## src/hw/rtl/ddo_pkg.sv

```systemverilog
// ddo_pkg: shared types, constants and tables for the wheel odometry block
// no dependencies
`default_nettype none

package ddo_pkg;

	localparam int CORDIC_STEPS = 24;
	localparam int ITER_W       = $clog2(CORDIC_STEPS);

	// angles in q4.28 radians
	localparam logic [31:0] TWO_PI_Q  = 32'd1686629713;
	localparam logic [31:0] PI_Q      = 32'd843314857;
	localparam logic [31:0] HALF_PI_Q = 32'd421657428;
	localparam logic [31:0] GAIN_Q30  = 32'd652032874;

	localparam logic [27:0] DPT_RESET = 28'd8388608;
	localparam logic [31:0] ITW_RESET = 32'd21474836;

	localparam int          CFG_IDX_W           = 4;
	localparam logic [3:0]  REG_DIST_PER_TICK   = 4'd0;
	localparam logic [3:0]  REG_INV_TRACK_WIDTH = 4'd1;

	// datapath operations
	localparam logic [3:0] OP_NONE = 4'd0;
	localparam logic [3:0] OP_LOAD = 4'd1;
	localparam logic [3:0] OP_MDL  = 4'd2;
	localparam logic [3:0] OP_MDR  = 4'd3;
	localparam logic [3:0] OP_SUM  = 4'd4;
	localparam logic [3:0] OP_MTLO = 4'd5;
	localparam logic [3:0] OP_MTHI = 4'd6;
	localparam logic [3:0] OP_DTH  = 4'd7;
	localparam logic [3:0] OP_CORD = 4'd8;
	localparam logic [3:0] OP_MXLO = 4'd9;
	localparam logic [3:0] OP_MXHI = 4'd10;
	localparam logic [3:0] OP_XFIN = 4'd11;
	localparam logic [3:0] OP_MYLO = 4'd12;
	localparam logic [3:0] OP_MYHI = 4'd13;
	localparam logic [3:0] OP_YFIN = 4'd14;
	localparam logic [3:0] OP_OUT  = 4'd15;

	typedef struct packed {
		logic               mode;
		logic signed [31:0] left_count;
		logic signed [31:0] right_count;
	} in_item_t;

	typedef struct packed {
		logic signed [47:0] pos_x;
		logic signed [47:0] pos_y;
		logic signed [31:0] heading;
		logic signed [39:0] step_distance;
	} out_item_t;

	typedef struct packed {
		logic [3:0]        op;
		logic [ITER_W-1:0] iter;
	} ddo_cmd_t;

	typedef struct packed {
		logic mode;
	} ddo_status_t;

	function automatic logic [31:0] atan_q28(input logic [4:0] i);
		logic [31:0] r;
		unique case (i)
			5'd0:  r = 32'h0C90FDAA;
			5'd1:  r = 32'h076B19C1;
			5'd2:  r = 32'h03EB6EBF;
			5'd3:  r = 32'h01FD5BA9;
			5'd4:  r = 32'h00FFAADD;
			5'd5:  r = 32'h007FF556;
			5'd6:  r = 32'h003FFEAA;
			5'd7:  r = 32'h001FFFD5;
			5'd8:  r = 32'h000FFFFA;
			5'd9:  r = 32'h0007FFFF;
			5'd10: r = 32'h0003FFFF;
			5'd11: r = 32'h0001FFFF;
			5'd12: r = 32'h0000FFFF;
			5'd13: r = 32'h00007FFF;
			5'd14: r = 32'h00003FFF;
			5'd15: r = 32'h00001FFF;
			5'd16: r = 32'h00000FFF;
			5'd17: r = 32'h000007FF;
			5'd18: r = 32'h000003FF;
			5'd19: r = 32'h000001FF;
			5'd20: r = 32'h000000FF;
			5'd21: r = 32'h0000007F;
			5'd22: r = 32'h0000003F;
			5'd23: r = 32'h0000001F;
			5'd24: r = 32'h0000000F;
			5'd25: r = 32'h00000007;
			5'd26: r = 32'h00000003;
			5'd27: r = 32'h00000002;
			5'd28: r = 32'h00000001;
			default: r = 32'h00000000;
		endcase
		return r;
	endfunction

endpackage

`default_nettype wire

```

## src/hw/rtl/ddo_ctrl.sv

```systemverilog
// ddo_ctrl: sequencer for one odometry step, input and output handshakes
// depends on ddo_pkg
`default_nettype none

module ddo_ctrl (
	input  wire                 clk,
	input  wire                 arst_n,
	input  wire                 in_valid,
	output logic                in_stall,
	output logic                out_valid,
	input  wire                 out_stall,
	input  wire ddo_pkg::ddo_status_t st,
	output ddo_pkg::ddo_cmd_t    cmd
);
	import ddo_pkg::*;

	localparam logic [3:0] ST_IDLE = 4'd0;
	localparam logic [3:0] ST_MDL  = 4'd1;
	localparam logic [3:0] ST_MDR  = 4'd2;
	localparam logic [3:0] ST_SUM  = 4'd3;
	localparam logic [3:0] ST_MTLO = 4'd4;
	localparam logic [3:0] ST_MTHI = 4'd5;
	localparam logic [3:0] ST_DTH  = 4'd6;
	localparam logic [3:0] ST_CORD = 4'd7;
	localparam logic [3:0] ST_MXLO = 4'd8;
	localparam logic [3:0] ST_MXHI = 4'd9;
	localparam logic [3:0] ST_XFIN = 4'd10;
	localparam logic [3:0] ST_MYLO = 4'd11;
	localparam logic [3:0] ST_MYHI = 4'd12;
	localparam logic [3:0] ST_YFIN = 4'd13;
	localparam logic [3:0] ST_OUT  = 4'd14;

	logic [3:0]        state_q, state_d;
	logic [ITER_W-1:0] iter_q;
	logic              out_valid_q;
	logic              iter_last;

	assign iter_last = (iter_q == ITER_W'(CORDIC_STEPS - 1));
	assign in_stall  = (state_q != ST_IDLE);
	assign out_valid = out_valid_q;

	always_comb begin
		state_d  = state_q;
		cmd.op   = OP_NONE;
		cmd.iter = iter_q;
		unique case (state_q)
			ST_IDLE: begin
				if (in_valid) begin
					cmd.op  = OP_LOAD;
					state_d = st.mode ? ST_OUT : ST_MDL;
				end
			end
			ST_MDL:  begin cmd.op = OP_MDL;  state_d = ST_MDR;  end
			ST_MDR:  begin cmd.op = OP_MDR;  state_d = ST_SUM;  end
			ST_SUM:  begin cmd.op = OP_SUM;  state_d = ST_MTLO; end
			ST_MTLO: begin cmd.op = OP_MTLO; state_d = ST_MTHI; end
			ST_MTHI: begin cmd.op = OP_MTHI; state_d = ST_DTH;  end
			ST_DTH:  begin cmd.op = OP_DTH;  state_d = ST_CORD; end
			ST_CORD: begin
				cmd.op = OP_CORD;
				if (iter_last) begin
					state_d = ST_MXLO;
				end
			end
			ST_MXLO: begin cmd.op = OP_MXLO; state_d = ST_MXHI; end
			ST_MXHI: begin cmd.op = OP_MXHI; state_d = ST_XFIN; end
			ST_XFIN: begin cmd.op = OP_XFIN; state_d = ST_MYLO; end
			ST_MYLO: begin cmd.op = OP_MYLO; state_d = ST_MYHI; end
			ST_MYHI: begin cmd.op = OP_MYHI; state_d = ST_YFIN; end
			ST_YFIN: begin cmd.op = OP_YFIN; state_d = ST_OUT;  end
			ST_OUT: begin
				if (!out_valid_q || !out_stall) begin
					cmd.op  = OP_OUT;
					state_d = ST_IDLE;
				end
			end
			default: state_d = ST_IDLE;
		endcase
	end

	always_ff @(posedge clk or negedge arst_n) begin
		if (!arst_n) begin
			state_q     <= ST_IDLE;
			iter_q      <= '0;
			out_valid_q <= 1'b0;
		end else begin
			state_q <= state_d;
			if (state_q == ST_CORD) begin
				iter_q <= iter_last ? '0 : iter_q + 1'b1;
			end
			if (cmd.op == OP_OUT) begin
				out_valid_q <= 1'b1;
			end else if (!out_stall) begin
				out_valid_q <= 1'b0;
			end
		end
	end

endmodule

`default_nettype wire

```

## config.mk

```make
export PLATFORM = sky130hd
export DESIGN_NAME = ddo_ctrl
export DESIGN_NICKNAME = d
export VERILOG_FILES = /design/src/hw/rtl/ddo_pkg.sv /design/src/hw/rtl/ddo_ctrl.sv
export SDC_FILE = /design/constraint.sdc
export NUM_CORES = 1
export LEC_CHECK = 0
export BUFFER_PORTS_ARGS = -buffer_cell sky130_fd_sc_hd__buf_2
export CAP_MARGIN = 20
export CELL_PAD_IN_SITES_DETAIL_PLACEMENT = 0
export CELL_PAD_IN_SITES_GLOBAL_PLACEMENT = 1
export CORE_AREA = 2 2 42 44
export CTS_BUF_LIST = sky130_fd_sc_hd__clkbuf_2
export DETAILED_ROUTE_END_ITERATION = 8
export DIE_AREA = 0 0 44 46
export HOLD_SLACK_MARGIN = 0.05
export PLACE_DENSITY_LB_ADDON = 0.1
export SLEW_MARGIN = 20
export SYNTH_ARGS = -nofsm -noshare
export SYNTH_HDL_FRONTEND = slang
export SYNTH_SLANG_ARGS = --single-unit
```

## constraint.sdc

```tcl
create_clock -name clk -period 3.7 [get_ports clk]
set_input_delay 0.185 -clock clk [delete_from_list [all_inputs] [get_ports clk]]
set_output_delay 0.185 -clock clk [all_outputs]
set_load 0.01 [all_outputs]
```

==> results.md, run 1 <==
* Status: completed
* Synth warn at 0
* Starting DRT DRC Count at 13
* Largest stage delay, worst path at ~0.54 ns
* Max Cap Violations at 0
* Post-CTS sizing at 0
* Synthesized net count at about 70
* Port buffer count at 15
* Core Box Area at 1614 µm²
* Sequential cell area at 250.2 µm²
* Routed wl met2 at 600 µm
* Synth unique cells at 33
* M1 wire length at just under 700 µm
* Critical Path End Type: output pin
* Setup TNS at 0 ns
* Worst hold path type: input pin to register
* Worst path slowest cell: dfrtp_1
* CP Class: register to output pin
* Total CTS buffers at 3
* Vias in the first global route at just under 500
* Max Freq at between 0.5 and 0.6 GHz
* Routed Antenna Nets at 0
* RR Startpoint: state_q[3]
* Drt total wl at between 1000 and 1500 µm
* Reg clk slew, reported paths at between 0.1 and 0.15 ns
* GRT Util Overall at ~16%
* Worst EP required at 3.51 ns
* GP Congestion at approximately 0.71
* Top routing layer in use: met4
* Multi-input gate area at roughly 360 µm²
* HPWL after DPL at ~990 µm
* Leak at about 0.33 nW
* Die ar. at 2024 µm²
* R2R setup slack at about 2.2 ns
* Critical path arrival at 1.60 ns
* # diodes at 0
* Largest net degree at the start of global routing at 16
* #FFs+latches synth at 10
* Sequential share of the synthesized area at between 30 and 40%
* Synthesized area per cell at between 9 and 10 µm²
* VDD IR max at approximately 0.45 mV
* # IOs at 16
* First-pass GRT wire length at roughly 2200 µm
* Maximum buffer depth of the clock tree at 2
* Clk_skew at between 0.01 and 0.015 ns
* Root Driver: clkbuf_2
* Reg2reg end: iter_q[3]
* CP Launch Point: state_q[2]
* Iteration count of the initial detailed-routing pass at 4
* Drt via density at just under 6
* Num rows at 15
* Critical Path Fanout Max at 14
* Final-report max-slew violation count at 0
* Worst-skew pair later-pin latency at around 0.28 ns
* Pwr Density at 787.0 nW/µm²
* Post-synth EDFFs at 0
* Final setup fails at 0
* Non-filler cells, final at 99
* Placed instance count at 94
* Die X at 44 µm
* Nets@finish at around 90
* Post-Syn Instances at 66
* Synthesis-to-layout area growth at 15.78%
* Final Hold Fails at 0
* Wire length per cell at 13.84 µm
* # hold bufs at CTS at 1
* Crit path to: cmd[5]
* # fillers at 163
* Wire length on met3 at 67 µm
* Total grt overflow at 0
* Postcts setup bufs at 0
* Fin crit period at approximately 1.8 ns
* Worst Max-Slew Pin Slew at just under 0.5 ns
* Largest area contributor in the synthesized netlist: dfrtp_1
* Vias at 572
* Post-synth top area share at 39.45%
* Initial Util at about two fifths
* Clock sink total at 10
* Cell depth of the worst flop-to-flop path at 3
* Share of cells above drive strength 1 at 28.05%
* Synth Cell Area at ~630 µm²
* RSZ-0062 raised after global routing: no
* CTS tree: yes
* Initial antenna violation count at 0
* Worst path cell trace: nor4_1 > a211oi_1 > buf_2
* Slew Limit Headroom at between 60 and 70%
* Crit start category: register
* Async SR Flop Fraction at 100.0%
* Area contributors post-synth: dfrtp_1 39%, mux2_4 4.7%, nand2_1 4.1%
* Main flop type after synthesis: dfrtp_1
* DRC Markers at 0
* Chip Height at roughly 46 µm
* Most common cell in the netlist: dfrtp_1
* Final worst-path cycle share at 48.23%
* Post-synth top cells: 10 x dfrtp_1, 7 x nand2_1, 5 x o21ai_0
* H-Tree Depth at 1
-- registers in the layout, summed over array words and instances, names as in the netlist --
name / count
state_q: 4
iter_q: 5
out_valid: 1
-- worst min-delay path by stage --
stage / endpoint / start / cells past startpoint
3_3_place_gp: state_q[2] / arst_n / 1
5_1_grt: out_valid / out_stall / 3
2_1_floorplan: iter_q[0] / arst_n / 0
6_report: out_valid / out_stall / 3
4_1_cts: out_valid / out_stall / 3
3_5_place_dp: state_q[2] / arst_n / 1
-- logic make-up after synthesis --
group	share of synthesized area [%]
adders and majority gates	1.972
muxes	6.509
buffers and inverters	3.944
and+or+nand+nor	31.56
DFF	39.45
AOI/OAI and AO/OA	15.19
xor gates and xnor gates	1.381
-- per-stage QoR --
| step | worst slack, ns | hold WS, ns | total power, mW | utilization (%) | area [µm²] |
|---|---|---|---|---|---|
| CTS | 1.920 | 0.2206 | 0.5814 | 45.50 | 734.5 |
| global route | 1.795 | 0.2433 | 0.6249 | 45.50 | 734.5 |
| detailed placement | 2.188 | 0.05899 | 0.5180 | 43.72 | 705.7 |
| floorplan | 2.208 | -0.1106 | 0.4309 | - | 634.4 |
| finish | 1.916 | 0.2115 | 0.5780 | 45.50 | 734.5 |
| global placement | 2.216 | 0.06220 | 0.5170 | 43.72 | 705.7 |
-- metal layers --
| metal | track usage, % | up-vias |
|---|---|---|
| li1 | - | 287 |
| met5 | 0 | - |
| met4 | 9.091 | 0 |
| met1 | 20.63 | 265 |
| met3 | 4.762 | 4 |
| met2 | 22.65 | 16 |
-- power breakdown --
group | leakage [nW] | internal, mW | total [mW] | switching (mW)
combinational | 0.201 | 0.147 | 0.281 | 0.134
clock | 0.0140 | 0.0235 | 0.0661 | 0.0426
sequential | 0.117 | 0.151 | 0.231 | 0.0798
-- cell usage in the layout (no fill, tap or decap), types with 2 or more instances in the layout --
master / count
nor2_1: 3
buf_2: 15
o21ai_0: 5
a211oi_1: 2
nand2_1: 7
a21oi_1: 4
mux2_4: 2
nand4b_1: 2
or4_1: 3
nor2b_1: 2
nand3_1: 3
clkbuf_2: 3
dfrtp_1: 10
-- cell type report --
type                    count  share of cell area [%]
multi-input cells          52                   48.89
flip-flops and latches     10                   34.07
repair buffers             16                   11.58
well taps                  17                   2.896
clock buffers               3                   2.044
clock inverters             1                  0.5111
-- worst max-delay path: cells and delay by family, from the launching register on --
kind | cells | cell delay, ns
flip-flops | 1 | 0.54
AO/OA/AOI/OAI | 1 | 0.09
buffers and inverters | 1 | 0.16
AND/OR/NAND/NOR | 1 | 0.53
Note: power is estimated with default switching activity, not from simulation.
==> run 2, diff against run 1 <==
--- a/config.mk
+++ b/config.mk
@@ -9,10 +9,10 @@
 export CAP_MARGIN = 20
 export CELL_PAD_IN_SITES_DETAIL_PLACEMENT = 0
 export CELL_PAD_IN_SITES_GLOBAL_PLACEMENT = 1
-export CORE_AREA = 2 2 42 44
+export CORE_AREA = 2 2 43 45
 export CTS_BUF_LIST = sky130_fd_sc_hd__clkbuf_2
 export DETAILED_ROUTE_END_ITERATION = 8
-export DIE_AREA = 0 0 44 46
+export DIE_AREA = 0 0 45 47
 export HOLD_SLACK_MARGIN = 0.05
 export PLACE_DENSITY_LB_ADDON = 0.1
 export SLEW_MARGIN = 20
==> constraint.sdc (replaced) <==
create_clock -name clk -period 1.85 [get_ports clk]
set_input_delay 0.0925 -clock clk [delete_from_list [all_inputs] [get_ports clk]]
set_output_delay 0.0925 -clock clk [all_outputs]
set_load 0.01 [all_outputs]
==> results.md, run 2 (synthesis gave the netlist of run 1 again) <==
* Combinational share of power at 51.4% (+2.7 points)
* Pre-CTS WS at 0.3114 ns (-1.876 ns)
* Design Power at 1.160 mW (+100%)
* Final Hold Fails at 0 (unchanged)
* Worst hold path type: input pin to register
* Root Driver: clkbuf_2
* Sw Ratio at 43.66% (-0.70 points)
* H-Tree Depth at 1 (unchanged)
* M1 wire length at 674 µm (-0.15%)
* Clock sink total at 10 (unchanged)
* Largest stage delay, worst path at 0.57 ns (+0.03 ns)
* Synthesis-to-layout area growth at 16.37%
* Total CTS buffers at 3 (unchanged)
* Most flops, register: iter_q
* Hold_ws at 0.1396 ns (-0.07188 ns)
* Final setup fails at 0 (unchanged)
* CTS tree: yes
* Slew Limit Headroom at 63.35% (-3.9 points)
* Max Freq at approximately 0.59 GHz
* Largest net degree at the start of global routing at 15 (-1)
* Top routing layer in use: met3
* Num rows at 15 (unchanged)
* GP Congestion at 0.7769 (+9.1%)
* Worst Max-Slew Pin Slew at 0.5448 ns (+0.05730 ns)
* # IOs at 16 (unchanged)
* Drt total wl at 1400 µm (+2.2%)
* RSZ-0062 raised after global routing: no
* Cell Int Power at 0.6533 mW (+100%)
* Routed Antenna Nets at 0 (unchanged)
* Cell depth of the worst flop-to-flop path at 4 (+1)
* Final worst slack at 0.1628 ns (-1.753 ns)
* Vias at 574 (+0.35%)
* # diodes at 0 (unchanged)
* Max Cap Violations at 0 (unchanged)
* Total grt overflow at 0 (unchanged)
* Initial antenna violation count at 0 (unchanged)
* Placed instance area at 713.2 µm² (+1.1%)
* DRC Markers at 0 (unchanged)
* First-pass GRT wire length at 2359 µm (+4.9%)
* Clock share of power at 9.7% (-1.7 points)
* Postcts setup bufs at 0 (unchanged)
* Routed wl met2 at 647 µm (+7.8%)
* Pwr Density at 1571 nW/µm² (+100%)
* Reg clk slew, reported paths at 0.09 ns (-0.03 ns)
* Iteration count of the initial detailed-routing pass at 4 (unchanged)
* Wire length on met3 at 79 µm (+18%)
* Seq pwr share at 38.9% (-1.0 points)
* Critical path arrival at 1.59 ns (about the same)
* Crit start category: register
* GRT Util Overall at 15.63% (-0.065 points)
* Core Box Area at 1652 µm² (+2.3%)
* HPWL after DPL at 1051 µm (+5.7%)
* Critical Path End Type: output pin
* Fin crit period at 1.687 ns
* Setup TNS at 0 ns (unchanged)
* Status: completed
* Max FFs per register at 5 (unchanged)
* Vias in the first global route at 514 (+4.5%)
* Worst-skew pair later-pin latency at 0.25 ns (-0.03 ns)
* Drt via density at 5.798 (+0.35%)
* Final-report max-slew violation count at 0 (unchanged)
* Nets@finish at 90 (+1.1%)
* # fillers at 176 (+8.0%)
* Die ar. at 2115 µm² (+4.5%)
* Post-route cell area at 738.2 µm² (+0.51%)
* Clk_skew at 0.007236 ns (-0.004942 ns)
* NetSw at 0.5062 mW (+97%)
* Worst path slowest cell: nor4_1
* Die X at 45 µm (+2.3%)
* Initial Util at 38.41% (-0.89 points)
* Final worst-path cycle share at between 90% and 100%
* Wire length per cell at 14.14 µm (+2.2%)
* Chip Height at 47 µm (+2.2%)
* CP Class: register to output pin
* VDD IR max at 0.7497 mV (+68%)
* Leak at 0.3351 nW (+0.90%)
* WHS Path Cells at 3 (unchanged)
* Share of cells above drive strength 1 at 29.27% (+1.2 points)
* Critical Path Fanout Max at 14 (unchanged)
* Worst EP required at 1.76 ns (-1.75 ns)
* Starting DRT DRC Count at 10 (-3)
* Commonest non-fill, non-tap cell in the layout: buf_2
* Maximum buffer depth of the clock tree at 2 (unchanged)
* Worst path cell trace: nor4_1 > a211oi_1 > buf_2
* Port buffer count at 15 (unchanged)
* Most frequent cells in the layout: 15 x buf_2, 10 x dfrtp_1, 7 x nand2_1
-- run 2: changes by cell type in the layout (fill, tap and decap cells not counted) --
| cell | before | now |
|---|---|---|
| clkinv_1 | 1 | 0 |
| buf_4 | 0 | 1 |
-- run 2: worst paths after layout --
path	start	end	slack, ns
min in group asynchronous	arst_n	state_q[0]	0.22
min	out_stall	out_valid	0.14
min reg2reg	iter_q[0]	iter_q[0]	0.57
max	state_q[2]	cmd[5]	0.16
max in group asynchronous	arst_n	iter_q[1]	1.43
max reg2reg	iter_q[0]	state_q[1]	0.31
-- run 2: routing by layer --
metal | vias up | global-route usage (%)
li1 | 286 | -
met1 | 276 | 22.09
met2 | 12 | 22.86
met3 | 0 | 5.769
met4 | 0 | 3.529
met5 | - | 0
-- run 2: timing repair --
item,CTS,global route
resized for setup,0,0
hold buffers,1,0
hold endpoints to repair,10,0
-- run 2: power by group through the flow --
stage | clock [mW] | combinational, mW | sequential (mW)
after floorplan | 0 | 0.441 | 0.421
after global placement | 0 | 0.598 | 0.453
after detailed placement | 0 | 0.602 | 0.456
after CTS | 0.116 | 0.605 | 0.452
after global routing | 0.126 | 0.670 | 0.472
final | 0.113 | 0.596 | 0.451
-- run 2: metrics by stage --
| step | util (%) | std cells |
|---|---|---|
| final | 44.70 | 99 |
| after global routing | 44.70 | 99 |
| after detailed placement | 43.18 | 95 |
| after floorplan | - | 66 |
| after CTS | 44.70 | 99 |
| after global placement | 43.18 | 95 |
-- run 2: worst max-delay path, delay by kind of cell (launching register included) --
| kind | cells | cell delay, ns |
|---|---|---|
| AOI/OAI and AO/OA | 1 | 0.09 |
| buffers and inverters | 1 | 0.16 |
| and+or+nand+nor | 1 | 0.57 |
| DFF | 1 | 0.53 |
-- run 2: final cells by class --
| cell class | instances | area, µm² | share of cell area, % |
|---|---|---|---|
| multi-input combinational | 52 | 359.1 | 48.64 |
| clock buffer | 3 | 15.01 | 2.034 |
| sequential | 10 | 250.2 | 33.90 |
| tap | 17 | 21.27 | 2.881 |
| timing repair buffer | 17 | 92.59 | 12.54 |
==> run 3, diff against run 2 <==
--- a/config.mk
+++ b/config.mk
@@ -5,16 +5,17 @@
 export SDC_FILE = /design/constraint.sdc
 export NUM_CORES = 1
 export LEC_CHECK = 0
+export ABC_AREA = 1
 export BUFFER_PORTS_ARGS = -buffer_cell sky130_fd_sc_hd__buf_2
 export CAP_MARGIN = 20
 export CELL_PAD_IN_SITES_DETAIL_PLACEMENT = 0
 export CELL_PAD_IN_SITES_GLOBAL_PLACEMENT = 1
-export CORE_AREA = 2 2 43 45
-export CTS_BUF_LIST = sky130_fd_sc_hd__clkbuf_2
+export CORE_AREA = 2 2 47 49
 export DETAILED_ROUTE_END_ITERATION = 8
-export DIE_AREA = 0 0 45 47
+export DIE_AREA = 0 0 49 51
 export HOLD_SLACK_MARGIN = 0.05
 export PLACE_DENSITY_LB_ADDON = 0.1
+export SKIP_LAST_GASP = 1
 export SLEW_MARGIN = 20
 export SYNTH_ARGS = -nofsm -noshare
 export SYNTH_HDL_FRONTEND = slang
==> results.md, run 3 <==
* #FFs+latches synth at 10 (unchanged)
* Commonest non-fill, non-tap cell in the layout: nand2_1
* Main flop type after synthesis: dfrtp_1
* Port buffer count at 15 (unchanged)
* Post-synth EDFFs at 0 (unchanged)
* Worst hold path type: input pin to register
* Synth unique cells at 19 (-42%)
* Core Box Area at 2063 µm² (+25%)
* Largest family of logic cells by synthesized area: simple AND/OR/NAND/NOR gates
* Die X at 49 µm (+8.9%)
* Drt via density at 4.486 (-23%)
* Post-synthesis xor/xnor area fraction at 1.313% (-0.067 points)
* Synthesized net count at 100 (+39%)
* Vias in the first global route at 601 (+17%)
* Synth warn at 0 (unchanged)
* Most flops, register: iter_q
* DRC Markers at 0 (unchanged)
* Vias at 628 (+9.4%)
* Reg2reg end: state_q[1]
* Iteration count of the initial detailed-routing pass at 4 (unchanged)
* Post-synth top area share at 37.52% (-1.9 points)
* Maximum buffer depth of the clock tree at 2 (unchanged)
* Synthesis-to-layout area growth at 19.70%
* Crit start category: register
* Post-Syn Instances at 94 (+42%)
* Total grt overflow at 0 (unchanged)
* HPWL after DPL at 1224 µm (+16%)
* Design Power at 1.397 mW (+21%)
* # IOs at 16 (unchanged)
* Critical path arrival at 1.41 ns (-0.18 ns)
* Cell depth of the worst flop-to-flop path at 7 (+3)
* Post-Synth Adder-Cell Area at 1.876% (-0.096 points)
* Placed instance count at 136 (+43%)
* Nets@finish at 120 (+33%)
* Clock sink total at 10 (unchanged)
* Share of cells above drive strength 1 at 25.00% (-4.3 points)
* GP Congestion at 0.7459 (-4.0%)
* Wire length per cell at 10.91 µm (-23%)
* Critical Path End Type: output pin
* Final worst-path cycle share at 81.21% (-10 points)
* Starting DRT DRC Count at 17 (+7)
* Total CTS buffers at 3 (unchanged)
* Critical Path Fanout Max at 5 (-9)
* Largest area contributor in the synthesized netlist: dfrtp_1
* Chip Height at 51 µm (+8.5%)
* Final-report max-slew violation count at 0 (unchanged)
* Final setup fails at 0 (unchanged)
* CP Class: register to output pin
* VDD IR max at 0.6357 mV (-15%)
* Crit path buf inv count at 2 (+1)
* Worst path slowest cell: dfrtp_1
* Placed instance area at 765.7 µm² (+7.4%)
* Worst-skew pair later-pin latency at 0.26 ns (about the same)
* Largest net degree at the start of global routing at 11 (-4)
* Util after Layout at 38.69% (-6.0 points)
* Routed Antenna Nets at 0 (unchanged)
* Post-synth top cells: 25 x nand2_1, 13 x nor2_1, 12 x nand3_1
* Leak at 0.4362 nW (+30%)
* Status: completed
* Multiplexer area fraction after synthesis at 0% (-6.5 points)
* Worst Max-Slew Pin Slew at 0.2824 ns (-0.2624 ns)
* Reg clk slew, reported paths at 0.06 ns (-0.03 ns)
* CP delay by family, top: flip-flops
* Worst path cell trace: inv_1 > nor2_4 > nand3_1 > o2111ai_1 > buf_2
* Most common cell in the netlist: nand2_1
* Die ar. at 2499 µm² (+18%)
* Pre-CTS WS at 0.5400 ns (+0.2285 ns)
* CP Launch Point: state_q[1]
* Initial antenna violation count at 0 (unchanged)
* Synth Cell Area at 666.9 µm² (+5.1%)
* Pwr Density at 1750 nW/µm² (+11%)
* Num rows at 17 (+2)
* Drt total wl at 1528 µm (+9.1%)
* Hold_ws at 0.1564 ns (+0.01677 ns)
* Final Hold Fails at 0 (unchanged)
* Final worst slack at 0.3476 ns (+0.1848 ns)
* R2R setup slack at 0.51 ns (+0.20 ns)
* Most frequent cells in the layout: 25 x nand2_1, 15 x buf_2, 13 x nor2_1
* RSZ-0062 raised after global routing: no
* Postcts setup bufs at 0 (unchanged)
* Largest stage delay, worst path at 0.43 ns (-0.14 ns)
* Root Driver: clkbuf_4
* GRT Util Overall at 13.92% (-1.7 points)
* Crit path depth at 5 (+2)
* Clk_skew at 0.006393 ns (-0.0008432 ns)
* Setup TNS at 0 ns (unchanged)
* Async SR Flop Fraction at 100.0% (unchanged)
* Initial Util at 32.32% (-6.1 points)
* Area contributors post-synth: dfrtp_1 38%, nand2_1 14%, nand3_1 9.0%
* RR Startpoint: iter_q[1]
* Max Cap Violations at 0 (unchanged)
* Sequential share of the synthesized area at 37.52% (-1.9 points)
* CTS tree: yes
* Slew Limit Headroom at 80.98% (+18 points)
* H-Tree Depth at 1 (unchanged)
* Compound-cell area share of the yosys netlist at 6.567% (-8.6 points)
* Simple-gate share of the synthesized area at 43.71% (+12 points)
* Fin crit period at 1.502 ns (-0.1848 ns)
* # diodes at 0 (unchanged)
* First-pass GRT wire length at 2656 µm (+13%)
* Max Freq at 0.6656 GHz (+12%)
* Synthesized area per cell at 7.095 µm² (-26%)
* Worst EP required at 1.76 ns (about the same)
* Crit path to: cmd[8]
* Post-route cell area at 798.3 µm² (+8.1%)
* Non-filler cells, final at 140 (+41%)
* Max FFs per register at 5 (unchanged)
run 3: changes by cell type after synthesis, moves of 9 or more:
| cell | before | now |
|---|---|---|
| nand2_1 | 7 | 25 |
| inv_1 | 0 | 10 |
| nor2_1 | 3 | 13 |
| nand3_1 | 3 | 12 |
run 3: worst register-to-register path, stage by stage (launching register included):
cell	delay, ns
dfrtp_1	0.39
ha_1	0.21
nand2_1	0.06
nor2_1	0.22
nor2_4	0.05
nor2_1	0.20
nand2_1	0.07
nand2_1	0.06
run 3: cells by family (layout without fill, tap and decap cells):
family | after synthesis | after routing
and+or+nand+nor | 60 | 60
buffers and inverters | 14 | 32
DFF | 10 | 10
AOI/OAI and AO/OA | 8 | 8
adders and majority gates | 1 | 1
xor gates and xnor gates | 1 | 1
run 3: what timing repair did:
action,CTS,global route
endpoints found under the hold margin,10,0
hold buffers,1,0
gates resized for setup,0,0
run 3: how the worst min path moves through the flow:
stage,depth (start not counted),to,from
2_1_floorplan,0,iter_q[0],arst_n
3_3_place_gp,1,iter_q[2],arst_n
3_5_place_dp,1,iter_q[2],arst_n
4_1_cts,3,out_valid,out_stall
5_1_grt,3,out_valid,out_stall
6_report,3,out_valid,out_stall
run 3: metal layers:
layer  GRT usage, %  vias up  part of all wire (%)
met5              0        -                     0
met4          5.714        0                  0.26
met3          2.339        2                   2.8
met2          23.29        7                    46
met1          17.88      284                    51
li1               -      335                     -
run 3: where the power goes:
group	leakage, nW	switching (mW)	internal [mW]
registers	0.127	0.127	0.319
clock network	0.0138	0.0706	0.0749
logic	0.296	0.499	0.307
total	0.436	0.697	0.700
run 3: final cells by class:
cell class	instances	area [µm²]
well taps	28	35.03
fillers	221	1265
multi-input cells	70	356.6
inverters	13	48.80
repair buffers	16	85.08
clock buffers	3	22.52
flip-flops and latches	10	250.2
